--- src/rtl/tclb_pkg.sv ---
// Package for the text console line buffer: sizes, character codes,
// word types, controller states and the memory request bundle.
// Used by every file under rtl except tclb_ram.
package tclb_pkg;

  localparam int LINES     = 32;
  localparam int WIDTH     = 64;
  localparam int LINE_W    = $clog2(LINES);
  localparam int COL_W     = $clog2(WIDTH);
  localparam int CUR_COL_W = $clog2(WIDTH + 1);
  localparam int USED_W    = $clog2(LINES + 1);
  localparam int ADDR_W    = LINE_W + COL_W;
  localparam int CHAR_W    = 8;

  localparam logic [CHAR_W-1:0] CH_NUL = 8'd0;
  localparam logic [CHAR_W-1:0] CH_BS  = 8'd8;
  localparam logic [CHAR_W-1:0] CH_NL  = 8'd10;

  localparam logic FUNC_APPEND = 1'b0;
  localparam logic FUNC_READ   = 1'b1;

  typedef struct packed {
    logic              func;
    logic [CHAR_W-1:0] char_code;
    logic [4:0]        read_line;
    logic [5:0]        read_column;
  } req_t;

  typedef struct packed {
    logic [CHAR_W-1:0] read_char;
    logic [4:0]        cursor_row;
    logic [6:0]        cursor_col;
    logic [5:0]        lines_used;
  } rsp_t;

  typedef enum logic [2:0] {
    ST_IDLE,
    ST_READ,
    ST_SWEEP,
    ST_PUT,
    ST_SCAN,
    ST_DONE
  } state_t;

  typedef struct packed {
    logic              we;
    logic [ADDR_W-1:0] waddr;
    logic [CHAR_W-1:0] wdata;
    logic [ADDR_W-1:0] raddr;
  } mem_req_t;

endpackage

--- src/rtl/tclb_ctrl.sv ---
// Cursor controller: decodes each word, drives the cell RAM, sweeps new
// lines clear and scans for a line's end. Depends on tclb_pkg.
module tclb_ctrl (
  input  logic                      clk,
  input  logic                      rst,
  input  logic                      req_valid,
  output logic                      req_ready,
  input  tclb_pkg::req_t            req,
  output logic                      res_valid,
  input  logic                      res_ready,
  output tclb_pkg::rsp_t            res,
  output tclb_pkg::mem_req_t        mem,
  input  logic [tclb_pkg::CHAR_W-1:0] rdata
);

  tclb_pkg::state_t state, state_next;

  logic [tclb_pkg::LINE_W-1:0]    cur_line;
  logic [tclb_pkg::CUR_COL_W-1:0] cur_col;
  logic [tclb_pkg::USED_W-1:0]    used;
  logic [tclb_pkg::LINES-1:0]     row_valid;
  logic [tclb_pkg::COL_W-1:0]     cnt;
  logic [tclb_pkg::COL_W-1:0]     scan_idx;
  logic [tclb_pkg::CHAR_W-1:0]    pend_char;
  logic                           pend_put;
  logic                           booting;
  logic [tclb_pkg::CHAR_W-1:0]    res_char;
  logic                           rd_mask;

  logic                           acc, is_read, is_nl, is_bs, is_nul;
  logic                           col_zero, col_full;
  logic [tclb_pkg::LINE_W-1:0]    line_inc, tgt_line;
  logic [tclb_pkg::USED_W-1:0]    used_inc, used_dec;
  logic [tclb_pkg::COL_W-1:0]     col_lo, col_dec;
  logic                           sweep_last, scan_hit, scan_last;

  assign acc      = req_valid && req_ready;
  assign is_read  = (req.func == tclb_pkg::FUNC_READ);
  assign is_nl    = (req.char_code == tclb_pkg::CH_NL);
  assign is_bs    = (req.char_code == tclb_pkg::CH_BS);
  assign is_nul   = (req.char_code == tclb_pkg::CH_NUL);
  assign col_zero = (cur_col == '0);
  assign col_full = (cur_col == tclb_pkg::CUR_COL_W'(tclb_pkg::WIDTH));
  assign col_lo   = cur_col[tclb_pkg::COL_W-1:0];
  assign col_dec  = col_lo - 1'b1;

  // ring step forward, saturating line count
  assign line_inc = (cur_line == tclb_pkg::LINE_W'(tclb_pkg::LINES - 1)) ? '0
                  : cur_line + 1'b1;
  assign used_inc = (used == tclb_pkg::USED_W'(tclb_pkg::LINES)) ? used : used + 1'b1;
  assign used_dec = (used == '0) ? used : used - 1'b1;

  // backspace at column 0: up one line, wrap to the last line only if lines are held
  always_comb begin
    if (cur_line != '0) begin
      tgt_line = cur_line - 1'b1;
    end else if (used != '0) begin
      tgt_line = tclb_pkg::LINE_W'(tclb_pkg::LINES - 1);
    end else begin
      tgt_line = cur_line;
    end
  end

  assign sweep_last = (cnt == tclb_pkg::COL_W'(tclb_pkg::WIDTH - 1));
  assign scan_hit   = (rdata == tclb_pkg::CH_NUL);
  assign scan_last  = (scan_idx == tclb_pkg::COL_W'(tclb_pkg::WIDTH - 1));

  // next state
  always_comb begin
    state_next = state;
    unique case (state)
      tclb_pkg::ST_IDLE: begin
        if (acc) begin
          if (is_read) begin
            state_next = tclb_pkg::ST_READ;
          end else if (is_nl) begin
            state_next = tclb_pkg::ST_SWEEP;
          end else if (is_bs) begin
            if (!col_zero) begin
              state_next = tclb_pkg::ST_DONE;
            end else if (row_valid[tgt_line]) begin
              state_next = tclb_pkg::ST_SCAN;
            end else begin
              state_next = tclb_pkg::ST_SWEEP;
            end
          end else if (is_nul) begin
            state_next = tclb_pkg::ST_DONE;
          end else if (col_full) begin
            state_next = tclb_pkg::ST_SWEEP;
          end else begin
            state_next = tclb_pkg::ST_DONE;
          end
        end
      end
      tclb_pkg::ST_READ: state_next = tclb_pkg::ST_DONE;
      tclb_pkg::ST_SWEEP: begin
        if (sweep_last) begin
          if (booting) begin
            state_next = tclb_pkg::ST_IDLE;
          end else if (pend_put) begin
            state_next = tclb_pkg::ST_PUT;
          end else begin
            state_next = tclb_pkg::ST_DONE;
          end
        end
      end
      tclb_pkg::ST_PUT: state_next = tclb_pkg::ST_DONE;
      tclb_pkg::ST_SCAN: begin
        if (scan_hit || scan_last) begin
          state_next = tclb_pkg::ST_DONE;
        end
      end
      tclb_pkg::ST_DONE: begin
        if (res_ready) begin
          state_next = tclb_pkg::ST_IDLE;
        end
      end
      default: state_next = tclb_pkg::ST_IDLE;
    endcase
  end

  // outputs and RAM requests
  always_comb begin
    req_ready = 1'b0;
    res_valid = 1'b0;
    mem.we    = 1'b0;
    mem.waddr = {cur_line, cnt};
    mem.wdata = tclb_pkg::CH_NUL;
    mem.raddr = {cur_line, scan_idx + 1'b1};
    unique case (state)
      tclb_pkg::ST_IDLE: begin
        req_ready = 1'b1;
        mem.raddr = is_read ? {req.read_line, req.read_column} : {tgt_line, {tclb_pkg::COL_W{1'b0}}};
        if (acc && !is_read) begin
          if (is_nl) begin
            mem.we    = !col_full;
            mem.waddr = {cur_line, col_lo};
          end else if (is_bs) begin
            mem.we    = !col_zero;
            mem.waddr = {cur_line, col_dec};
          end else if (!is_nul) begin
            mem.we    = !col_full;
            mem.waddr = {cur_line, col_lo};
            mem.wdata = req.char_code;
          end
        end
      end
      tclb_pkg::ST_SWEEP: mem.we = 1'b1;
      tclb_pkg::ST_PUT: begin
        mem.we    = 1'b1;
        mem.waddr = {cur_line, {tclb_pkg::COL_W{1'b0}}};
        mem.wdata = pend_char;
      end
      tclb_pkg::ST_DONE: res_valid = 1'b1;
      default: ;
    endcase
  end

  assign res.read_char  = res_char;
  assign res.cursor_row = cur_line;
  assign res.cursor_col = cur_col;
  assign res.lines_used = used;

  // control state
  always_ff @(posedge clk) begin
    if (rst) begin
      state     <= tclb_pkg::ST_SWEEP;
      booting   <= 1'b1;
      cur_line  <= '0;
      cur_col   <= '0;
      used      <= '0;
      row_valid <= '0;
      cnt       <= '0;
      pend_put  <= 1'b0;
    end else begin
      state <= state_next;
      unique case (state)
        tclb_pkg::ST_IDLE: begin
          if (acc && !is_read) begin
            if (is_nl) begin
              cur_line <= line_inc;
              cur_col  <= '0;
              used     <= used_inc;
              cnt      <= '0;
              pend_put <= 1'b0;
            end else if (is_bs) begin
              if (!col_zero) begin
                cur_col <= cur_col - 1'b1;
              end else begin
                cur_line <= tgt_line;
                used     <= used_dec;
                cnt      <= '0;
                pend_put <= 1'b0;
              end
            end else if (!is_nul) begin
              if (col_full) begin
                cur_line <= line_inc;
                cur_col  <= '0;
                used     <= used_inc;
                cnt      <= '0;
                pend_put <= 1'b1;
              end else begin
                cur_col <= cur_col + 1'b1;
              end
            end
          end
        end
        tclb_pkg::ST_SWEEP: begin
          cnt <= cnt + 1'b1;
          if (sweep_last) begin
            row_valid[cur_line] <= 1'b1;
            booting             <= 1'b0;
          end
        end
        tclb_pkg::ST_PUT: cur_col <= tclb_pkg::CUR_COL_W'(1);
        tclb_pkg::ST_SCAN: begin
          if (scan_hit) begin
            cur_col <= {1'b0, scan_idx};
          end else if (scan_last) begin
            cur_col <= tclb_pkg::CUR_COL_W'(tclb_pkg::WIDTH);
          end
        end
        default: ;
      endcase
    end
  end

  // payload registers
  always_ff @(posedge clk) begin
    if (state == tclb_pkg::ST_IDLE && acc) begin
      res_char  <= tclb_pkg::CH_NUL;
      rd_mask   <= row_valid[req.read_line];
      pend_char <= req.char_code;
      scan_idx  <= '0;
    end else if (state == tclb_pkg::ST_READ) begin
      res_char <= rd_mask ? rdata : tclb_pkg::CH_NUL;
    end else if (state == tclb_pkg::ST_SCAN) begin
      scan_idx <= scan_idx + 1'b1;
    end
  end

endmodule

--- config.mk ---
export PLATFORM = sky130hd
export DESIGN_NAME = tclb_ctrl
export DESIGN_NICKNAME = d
export VERILOG_FILES = /design/src/rtl/tclb_pkg.sv /design/src/rtl/tclb_ctrl.sv
export SDC_FILE = /design/constraint.sdc
export NUM_CORES = 1
export LEC_CHECK = 0
export ABC_AREA = 1
export BUFFER_PORTS_ARGS = -buffer_cell sky130_fd_sc_hd__buf_2
export CORE_MARGIN = 4
export CORE_UTILIZATION = 57
export DETAILED_ROUTE_END_ITERATION = 16
export PLACE_DENSITY = 0.8
export SYNTH_ARGS = -nofsm -noshare
export SYNTH_HDL_FRONTEND = slang
export SYNTH_SLANG_ARGS = --single-unit
--- constraint.sdc ---
create_clock -name clk -period 2.55 [get_ports clk]
set_input_delay 0.1275 -clock clk [delete_from_list [all_inputs] [get_ports clk]]
set_output_delay 0.1275 -clock clk [all_outputs]
set_load 0.1 [all_outputs]
* Word-level counts from Yosys, hierarchy flattened
Index checks and enable logic that the tools add are counted.
Word-level totals: bits in registers 84, output and inout port bits 59
Operators by class: add/subtract/negate cells 9, $lt $le $gt $ge 4, equality and inequality tests 25, multiplexer cells 69, bitwise operators 2, reduce and logical (&&, ||, !) cells 27
Operators by type and width (number):
- $mux 6 | 13
- $mux 7 | 8
- $mux 20 | 2
- $mux 5 | 8
- $mux 3 | 13
- $pmux 19 s2 | 1
- $or 32x32->32 | 1
- $mux 12 | 2
- $mux 8 | 3
- $mux 11 | 2
- $pmux 7 s3 | 1
- $add 6x1->6 const B | 3
- $eq 6x6->1 const B | 3
- $lt 5x6->1 const B | 3
- $eq 8x4->1 const B | 2
- $logic_not 8->1 | 2
- $ne 4x4->1 const B | 4
- $pmux 3 s5 | 1
- $reduce_and 5->1 | 3
- $pmux 6 s2 | 1
- $sub 6x1->6 const B | 2
- $bmux 1 s5 | 2
- $mux 1 | 10
- $ne 2x2->1 const B | 5
- other kinds (29) | 41

* Longest topological paths before layout
Gate-level depths: netlist of run 1.
word-level depth 12, gate-level depth with buffers 20, depth with buffers taken out 19

* Least setup slack after synthesis of run 1
No wires, ideal clock.
path kind register to output, from register cur_line[0] (netlist bit), to output mem[8] (netlist bit), arrival 3.964 ns, path slack -1.541 ns, cell stages (with the launch flop) 11, path through dfxtp_1 > inv_1 > ha_1 > buf_2 > nand3_2 > inv_2 > nand2_1 > o21ai_0 > inv_1 > o21ai_0 > o22ai_1
RTL lines:
- start: declaration | RTL line tclb_ctrl.sv:18 | logic [tclb_pkg::LINE_W-1:0] cur_line;
- start signal: assignment | RTL line tclb_ctrl.sv:181 | cur_line <= line_inc;
- start signal: assignment | RTL line tclb_ctrl.sv:190 | cur_line <= tgt_line;
- start signal: assignment | RTL line tclb_ctrl.sv:197 | cur_line <= line_inc;
- end: declaration | RTL line tclb_ctrl.sv:12 | output tclb_pkg::mem_req_t mem,

==> impl_results.md, run 1 <==
- Worst-case clock skew: around 0.0087 ns
- Leak: just under 3 nW
- Initial Util: between 50 and 60%
- DR vias: between 6,000 and 7,000
- Number of antenna violations at the first check in global routing: 0
- Clock sink total: between 80 and 90
- Count of endpoints failing setup in the final report: 0
- DRT Pass-1 Iters: 5
- CTS tree: yes
- Die height: approximately 110 um
- Critical path startpoint category: flop
- Slew of the pin with the lowest slew margin: ~0.66 ns
- Arrival time of the worst setup path: ~2.4 ns
- Core occupancy in the finished layout: a little under three quarters
- DRC viols: 0
- Count of mapped cells out of synthesis: 800
- WP data required: about 2.4 ns
- Cell types with the highest counts after synthesis: sky130_fd_sc_hd__nand2_1, sky130_fd_sc_hd__inv_1, sky130_fd_sc_hd__nand3_1
- Average cell area after synthesis: approximately 6.8 sq um
- Total routing resource utilization after global routing: approximately 30%
- Standard cell area after detailed placement: about 6100 sq um
- Vias per std cell: 5.854
- Number of cell rows: 35
- Maximum vdd ir drop: 0.3780 mV
- Worst-skew pair later-pin latency: 0.37 ns
- Final period util: between 90% and 100%
- Final Wtd Congestion: around 1
- Die Span X: 105.4 um
- CTS H-Tree Depth: 3
- Buffer depth of the longest clock path: 2
- Share of layout cells above drive strength 1: 22.01%
- Normalized max-slew margin: between 50 and 60%
- Setup repair after global routing missed its margin: true
- Yosys top cell area share: between 20% and 30%
- Fin nets: between 900 and 1,000
- Floorplan die area: approximately 11,000 sq um
- Root Buffer Master: sky130_fd_sc_hd__clkbuf_8
- Syn Nets: 843
- Type of the worst min-delay path: primary input to flop
- Total global routing overflow: 0
- Maximum fanout along the worst path: 9
- Number of hold-slack violations in the final timing report: 0
- Setup WS pre-CTS: approximately 0.060 ns
- Final setup TNS: 0 ns
- Setup slack of the critical path after layout: around 0.058 ns
- Drt initial violations: roughly 550
- Area added between synthesis and finish: 21.64%
- CP endpoint kind: primary output
- Ys async rst share: 0%
- Count of flip-flops with a built-in enable after synthesis: 9
- Total power of the final layout: between 0.003 and 0.004 W
- Number of global-route vias before repair: 5,612
- Type of the setup path with the least slack: flop to primary output
- Time the worst path needs with I/O delays and setup: about 2.5 ns
- Placeable Area: slightly above 9000 sq um
- Cell taking the most area after synthesis: sky130_fd_sc_hd__dfxtp_1
- Achievable frequency: roughly 400 MHz
- Number of routed nets with antenna violations: 0
- Cell Pwr Density: roughly 540 nW/um^2
- Synthesis Warnings: 0
- Sequential area share after synthesis: 32.74%
- Number of distinct library cell variants in the gate-level netlist after synthesis: between 40 and 50
- Half-perimeter wire length of the detailed placement result: 12,240 um
- Result of the run: completed
- FF+latch count, synth: 84
- Wire length of the first global-routing pass: about 27,000 um
- Max Cap Viol: 0
- Ys flop type: sky130_fd_sc_hd__dfxtp_1
- Largest net degree at the start of global routing: just over 40
- Most repeated cell in the gate-level netlist after synthesis: sky130_fd_sc_hd__nand2_1
- I/O pins: 91
- Leading cell types by total area after synthesis: sky130_fd_sc_hd__dfxtp_1, sky130_fd_sc_hd__nand2_1, sky130_fd_sc_hd__nand3_1
- Final WL: ~17,000 um
- Pins Over Slew Limit: 0
- Clock input transition at the sequential cells of the worst setup and hold paths: 0.10 ns
- Count of buffers inserted at the top-level ports: 90
- Count of antenna diodes in the layout: 0
- Number of buffers added by the clock tree synthesis step: 9
- Routed wire length per instance: around 16 um
- Post-route design area: approximately 6600 sq um
- Combined area of all synthesized cells: 5411 sq um
## cells in the final DEF, fill, tap and decap left out, types with 10 or more instances in the layout
cell type,instances
sky130_fd_sc_hd__o21ai_0,60
sky130_fd_sc_hd__buf_2,84
sky130_fd_sc_hd__a21oi_1,74
sky130_fd_sc_hd__o21ai_1,15
sky130_fd_sc_hd__nand3_1,95
sky130_fd_sc_hd__nor3_1,15
sky130_fd_sc_hd__nand2_1,126
sky130_fd_sc_hd__inv_1,105
sky130_fd_sc_hd__dfxtp_1,67
sky130_fd_sc_hd__xor2_1,11
sky130_fd_sc_hd__buf_4,25
sky130_fd_sc_hd__nor2_1,55
sky130_fd_sc_hd__a211oi_1,10
## flip-flops by register name (all words and copies together) (netlist names)
signal     cells
row_valid     32
state          3
scan_idx       6
rd_mask        1
cur_line       5
pend_char      8
cur_col        7
pend_put       1
cnt            6
booting        1
used           6
res_char       8
## final cells by class
class / instances / area [sq um]
multi-input combinational: 564 / 3192
fill: 787 / 2658
sequential: 84 / 1787
timing repair buffer: 123 / 773.2
inverter: 117 / 439.2
tap: 129 / 161.4
clock buffer: 9 / 123.9
clock inverter: 7 / 106.4
## repair_timing
item / 4_1_cts / 5_1_grt
pin swaps: 0 / 1
gates resized for setup: 5 / 24
endpoints found under the hold margin: 7 / 0
hold buffers: 7 / 0
endpoints found under the setup margin: 3 / 19
setup buffers: 0 / 6
## worst paths after layout
path | from | endpoint | slack, ns | cells past startpoint
worst max-delay path | cur_line[0] | mem[6] | 0.06 | 10
worst max register to register | cur_line[0] | state[1] | 0.14 | 19
worst min-delay path | req[14] | pend_char[3] | 0.02 | 1
worst min register to register | booting | booting | 0.46 | 2
## power breakdown
part / switching [W] / internal, W
Combinational: 0.000787 / 0.000218
Sequential: 0.0000465 / 0.00139
Clock: 0.000547 / 0.000569
## critical path, cell delays in order, from the launching register on
cell	delay, ns
sky130_fd_sc_hd__dfxtp_4	0.41
sky130_fd_sc_hd__inv_1	0.07
sky130_fd_sc_hd__ha_1	0.25
sky130_fd_sc_hd__nand3_4	0.15
sky130_fd_sc_hd__inv_2	0.07
sky130_fd_sc_hd__nand2_1	0.16
sky130_fd_sc_hd__nand2_1	0.13
sky130_fd_sc_hd__nand2_2	0.21
sky130_fd_sc_hd__o21ai_1	0.13
sky130_fd_sc_hd__o22ai_4	0.17
sky130_fd_sc_hd__buf_6	0.25
## stage by stage
| step | hold slack [ns] | instances |
|---|---|---|
| floorplan | 0.2264 | 800 |
| global placement | 0.3267 | 1004 |
| detailed placement | 0.3238 | 1004 |
| CTS | 0.006488 | 1027 |
| global route | 0.01089 | 1033 |
| finish | 0.01629 | 1033 |
## kinds of logic (layout without fill, tap and decap cells)
group	Yosys count	in the layout	synth area share, %
AO/OA/AOI/OAI	208	208	21.39
XOR/XNOR	15	15	2.428
adder cells (fa/ha/maj)	11	11	2.543
buffers and inverters	152	256	11.95
flip-flops	84	84	32.74
AND/OR/NAND/NOR	330	330	28.95
## routing by layer
layer,track usage (%),vias to the layer above,share of wire [%]
met2,48.00,291,47
met5,0,-,0
li1,-,2885,-
met3,5.695,51,8.7
met1,38.51,2820,41
met4,13.87,0,3.3
Power figures use the tool's default switching activity.
==> inputs of run 2 (changes only) <==
GPL_TIMING_DRIVEN = 0   (was default)
==> run 2 against run 1 <==
Sequential share of layout area decreased by 0.62 points. Highest routed layer unchanged. Maximum frequency about the same. Power fell by 1.8%. Critical path type unchanged. Design area grew 2.3%. Non-clock buffer count up 22. Critical path depth rose by 1. Via count up 2.9%. Combinational power hardly changed. Sequential power is essentially flat. Clock power decreased by 8%.
==> impl_results.md, run 2 (synthesis results as in run 1) <==
- Result of the run: completed
- Routed wire length per instance: 16.99 um
- Master of the slowest instance on the critical path: sky130_fd_sc_hd__dfxtp_4
- Maximum fanout along the worst path: 10
- Core occupancy in the finished layout: roughly 73%
- Worst-case clock skew: roughly 0.011 ns
- Type of the setup path with the least slack: flop to primary output
- Critical path, cell by cell: clkinvlp_4 > ha_1 > buf_6 > nand3_4 > inv_2 > nor3_1 > nor3_2 > inv_1 > o21ai_2 > o22ai_4 > buf_8
- CP endpoint kind: primary output
- Largest net degree at the start of global routing: 19
- Placed instance count: a little over 1,000
- Count of endpoints failing setup in the final report: 0
- Placeable Area: a little over 9000 sq um
- Root Buffer Master: sky130_fd_sc_hd__clkbuf_8
- Setup repair after global routing missed its margin: true
- Leak: between 2 and 3 nW
- Vias per std cell: around 5.9
- Buffer depth of the longest clock path: 2
- CTS H-Tree Depth: 3
- Type of the worst min-delay path: primary input to flop
- Achievable frequency: ~400 MHz
- Count of buffers inserted at the top-level ports: roughly 90
- Final period util: a little over nine tenths
- Fin nets: about 960
- Largest stage delay on the critical path: just under 0.4 ns
- Half-perimeter wire length of the detailed placement result: around 13,000 um
- Time the worst path needs with I/O delays and setup: between 2 and 2.5 ns
- WP data required: 2.42 ns
- Critical path startpoint category: flop
- Register ranked first by flip-flop count: row_valid
- Number of cell rows: 35
- Clock input transition at the sequential cells of the worst setup and hold paths: ~0.10 ns
- Initial Util: 58.56%
- Max Cap Viol: 0
- Area added between synthesis and finish: 24.46%
- Largest register FFs: 32
- Number of buffers added by the clock tree synthesis step: 9
- Arrival time of the worst setup path: 2.36 ns
- Commonest non-fill, non-tap cells in the layout: sky130_fd_sc_hd__nand2_1, sky130_fd_sc_hd__inv_1, sky130_fd_sc_hd__nand3_1
- I/O pins: 91
- Cell type group with the largest total delay on the critical path: buffers and inverters
- Total global routing overflow: 0
- Number of routed nets with antenna violations: 0
- Drt initial violations: ~560
- Floorplan die area: about 11,000 sq um
- Final setup TNS: 0 ns
- Slew of the pin with the lowest slew margin: about 1.1 ns
- Setup WS pre-CTS: -0.3976 ns
- DRT Pass-1 Iters: 7
- Commonest non-fill, non-tap cell in the layout: sky130_fd_sc_hd__nand2_1
- Maximum vdd ir drop: between 0.3 and 0.4 mV
- Final Wtd Congestion: approximately 0.98
- Buffer and inverter count on the worst path: 5
- Final WL: between 15,000 and 20,000 um
- Pins Over Slew Limit: 0
- DR vias: between 6,000 and 7,000
- DRC viols: 0
- Setup slack of the critical path after layout: approximately 0.058 ns
- Biggest registers after layout: row_valid: 32 flops, pend_char: 8 flops, res_char: 8 flops
- Worst-skew pair later-pin latency: 0.36 ns
- Wire length of the first global-routing pass: ~28,000 um
- Count of antenna diodes in the layout: 0
- Normalized max-slew margin: 25.79%
- Total routing resource utilization after global routing: between 30% and 40%
- Number of antenna violations at the first check in global routing: 0
- Die Span X: roughly 110 um
- Non-Filler Instances: ~1,100
- Total power of the final layout: around 0.0035 W
- CTS tree: yes
- Number of global-route vias before repair: roughly 5,800
- Number of hold-slack violations in the final timing report: 0
- Share of layout cells above drive strength 1: between 20% and 30%
- Die height: around 110 um
- Clock sink total: between 80 and 90
- Cell Pwr Density: slightly above 500 nW/um^2
==> run 2: cell count changes in the layout (fill, tap and decap cells not counted), moves of 3 or more <==
cell and change:
sky130_fd_sc_hd__buf_1 +3, sky130_fd_sc_hd__buf_2 -3, sky130_fd_sc_hd__buf_6 +5, sky130_fd_sc_hd__clkbuf_1 +12
sky130_fd_sc_hd__clkinvlp_4 +5
==> run 2: per-stage QoR <==
| stage | instance area [sq um] | hold WS [ns] |
|---|---|---|
| 2_1_floorplan | 5555 | 0.2264 |
| 3_3_place_gp | 6162 | 0.3217 |
| 3_5_place_dp | 6162 | 0.3228 |
| 4_1_cts | 6591 | 0.001479 |
| 5_1_grt | 6735 | 0.009255 |
| 6_report | 6735 | 0.001757 |
==> run 2: final timing paths <==
check,startpoint,to,depth (start not counted),slack (ns)
max,cur_line[0],mem[9],11,0.06
min reg2reg,booting,booting,2,0.46
max reg2reg,cur_line[0],state[1],19,0.15
min,req[12],pend_char[1],1,0.002
==> run 2: timing repair <==
action / 4_1_cts / 5_1_grt
gates resized for setup: 31 / 26
endpoints found under the setup margin: 13 / 19
endpoints found under the hold margin: 6 / 0
pin swaps: 2 / 4
hold buffers: 6 / 0
setup buffers: 6 / 9
==> run 2: where the power goes <==
group	total, W	internal [W]	switching [W]	leakage (nW)
sequential	0.00144	0.00139	0.0000520	0.694
clock	0.00103	0.000487	0.000545	0.0955
combinational	0.00102	0.000227	0.000793	2.18
total	0.00350	0.00211	0.00139	2.97
==> run 2: layout make-up <==
cell class / count / area [sq um]
inverters: 117 / 446.7
flip-flops and latches: 84 / 1787
well taps: 129 / 161.4
fillers: 774 / 2505
multi-input cells: 564 / 3196
plain buffers: 35 / 230.2
clock inverters: 6 / 70.07
repair buffers: 110 / 706.9
clock buffers: 10 / 137.6
==> run 2: per-layer routing <==
layer | track usage (%) | wire length [um]
met1 | 40.78 | 7220
met5 | 0 | 0
met4 | 11.72 | 540
met2 | 51.37 | 8389
met3 | 5.695 | 1778
==> inputs of run 3 (changes only) <==
CAP_MARGIN = 20   (was default)
clock period = 2.35 ns   (was 2.55 ns; I/O delays follow)
==> run 3 against run 2 <==
Global-route usage grew 1.3 points. Non-clock buffer count increased by 11. Count of clock-buffer cells in the layout decreased by 1. Sequential share of layout area decreased by 1.3 points. Clock skew increased by 0.0028 ns. Combinational power rose by 16%. Die area stayed put. Critical path depth rose by 8. Worst hold slack gained 0.012 ns. First-iteration DRC count shrank 4.6%. Clock power grew 11%. Largest cell class unchanged.
==> impl_results.md, run 3 (synthesis results as in run 1) <==
- Result of the run: completed
- Worst-case clock skew: roughly 0.013 ns
- Count of antenna diodes in the layout: 0
- Register ranked first by flip-flop count: row_valid
- Cell Pwr Density: 544.0 nW/um^2
- Slew of the pin with the lowest slew margin: around 0.85 ns
- Biggest registers after layout: row_valid: 32 flops, pend_char: 8 flops, res_char: 8 flops
- Fin nets: between 900 and 1,000
- Largest register FFs: 32
- Count of buffers inserted at the top-level ports: slightly below 90
- Number of global-route vias before repair: 5,980
- Type of the worst min-delay path: primary input to flop
- Post-route design area: roughly 7100 sq um
- CTS tree: yes
- Type of the setup path with the least slack: flop to flop
- Setup slack of the critical path after layout: 0.005327 ns
- Standard cell area after detailed placement: 6237 sq um
- Arrival time of the worst setup path: around 2.6 ns
- Initial Util: between 50 and 60%
- I/O pins: around 90
- Number of routed nets with antenna violations: 0
- Number of cell rows: 35
- Clock input transition at the sequential cells of the worst setup and hold paths: roughly 0.1 ns
- Final period util: between 90% and 100%
- Die height: between 100 and 150 um
- Critical path startpoint category: flop
- Sum of met2 wire segment lengths after detailed routing: 8953 um
- Drt initial violations: approximately 540
- Number of antenna violations at the first check in global routing: 0
- Placeable Area: ~9200 sq um
- Maximum vdd ir drop: between 0.3 and 0.4 mV
- Top routing layer in use: met4
- Total routing resource utilization after global routing: approximately 33%
- DRT Pass-1 Iters: 6
- Time the worst path needs with I/O delays and setup: about 2.3 ns
- Maximum fanout along the worst path: 7
- DRC viols: 0
- Achievable frequency: between 400 and 500 MHz
- Clock sink total: 84
- Routed wire length per instance: around 18 um
- Vias per std cell: 5.929
- Final Wtd Congestion: about 0.96
- Die Span X: between 100 and 150 um
- Wire length of the first global-routing pass: just under 30,000 um
- Half-perimeter wire length of the detailed placement result: ~13,000 um
- Setup WS pre-CTS: -0.4333 ns
- Final WL: about 19,000 um
- Share of layout cells above drive strength 1: approximately 30%
- Root Buffer Master: sky130_fd_sc_hd__clkbuf_8
- Total global routing overflow: 0
- Setup repair after global routing missed its margin: true
- WP data required: approximately 2.6 ns
- Normalized max-slew margin: 42.85%
- Number of hold-slack violations in the final timing report: 0
- Commonest non-fill, non-tap cells in the layout: sky130_fd_sc_hd__nand2_1, sky130_fd_sc_hd__inv_1, sky130_fd_sc_hd__nand3_1
- Count of endpoints failing setup in the final report: 0
- Pins Over Slew Limit: 0
- CTS H-Tree Depth: 3
- Area added between synthesis and finish: 31.95%
- Max Cap Viol: 0
- Buffer depth of the longest clock path: 2
- Commonest non-fill, non-tap cell in the layout: sky130_fd_sc_hd__nand2_1
- Worst-skew pair later-pin latency: around 0.37 ns
- Length of routed met3 wiring: a little under 2000 um
- Number of buffers added by the clock tree synthesis step: 9
- DR vias: approximately 6,300
- Routed metal-1 wirelength: 7299 um
- Floorplan die area: 11,120 sq um
- CP endpoint kind: flop
- Largest net degree at the start of global routing: 19
- Leak: about 3.1 nW
run 3: area by class of cell:
class                   count  area [sq um]
clock buffers               9         123.9
multi-input cells         564          3396
clock inverters             7         80.08
inverters                 117         459.2
flip-flops and latches     84          1803
fillers                   709          2100
repair buffers            121         875.8
well taps                 129         161.4
plain buffers              35         241.5
run 3: routing by layer:
metal	track usage, %	up-vias
li1	-	2962
met1	41.02	2917
met2	52.14	362
met3	8.512	79
met4	15.00	0
met5	0	-
run 3: power breakdown:
part	switching, W	internal, W
combinational	0.000896	0.000282
clock	0.000631	0.000510
sequential	0.0000557	0.00151
run 3: worst paths after layout:
kind	from	end	slack (ns)	depth (start not counted)
max	cur_line[0]	state[2]	0.005	19
min reg2reg	booting	booting	0.46	2
min	rdata[5]	res_char[5]	0.01	3
max reg2reg	cur_line[0]	state[2]	0.005	19
run 3: worst max-delay path, stage by stage, from the launching register on:
cell and delay (ns):
sky130_fd_sc_hd__dfxtp_4 0.36, sky130_fd_sc_hd__clkinvlp_4 0.09, sky130_fd_sc_hd__ha_4 0.13, sky130_fd_sc_hd__buf_8 0.10, sky130_fd_sc_hd__nand3_4 0.13, sky130_fd_sc_hd__nor2_4 0.19, sky130_fd_sc_hd__nand2_4 0.10, sky130_fd_sc_hd__nand2_8 0.12
sky130_fd_sc_hd__buf_8 0.13, sky130_fd_sc_hd__nand2_1 0.06, sky130_fd_sc_hd__nand3_1 0.10, sky130_fd_sc_hd__nand3_2 0.08, sky130_fd_sc_hd__nand3_1 0.07, sky130_fd_sc_hd__nand2_1 0.07, sky130_fd_sc_hd__nand2_1 0.08, sky130_fd_sc_hd__nand3_2 0.08
sky130_fd_sc_hd__nand3_2 0.10, sky130_fd_sc_hd__nand2_1 0.05, sky130_fd_sc_hd__nand2_1 0.07, sky130_fd_sc_hd__a21oi_1 0.07
run 3: metrics by stage:
step	cells	utilization (%)	hold WS, ns	total power (W)	setup TNS, ns
2_1_floorplan	800	-	0.2164	0.002422	-2.398
3_3_place_gp	1018	67.50	0.3109	0.002626	-2.550
3_5_place_dp	1018	67.50	0.3113	0.002642	-3.155
4_1_cts	1050	73.03	0.009664	0.003787	0
5_1_grt	1066	77.28	0.009601	0.004023	-0.1868
6_report	1066	77.28	0.01342	0.003885	0
run 3: repair_timing:
action,CTS,global route
hold endpoints to repair,8,0
setup buffers,8,14
setup endpoints to repair,27,42
pin swaps,4,23
resized for setup,50,70
hold buffers,8,0
cloned,0,1
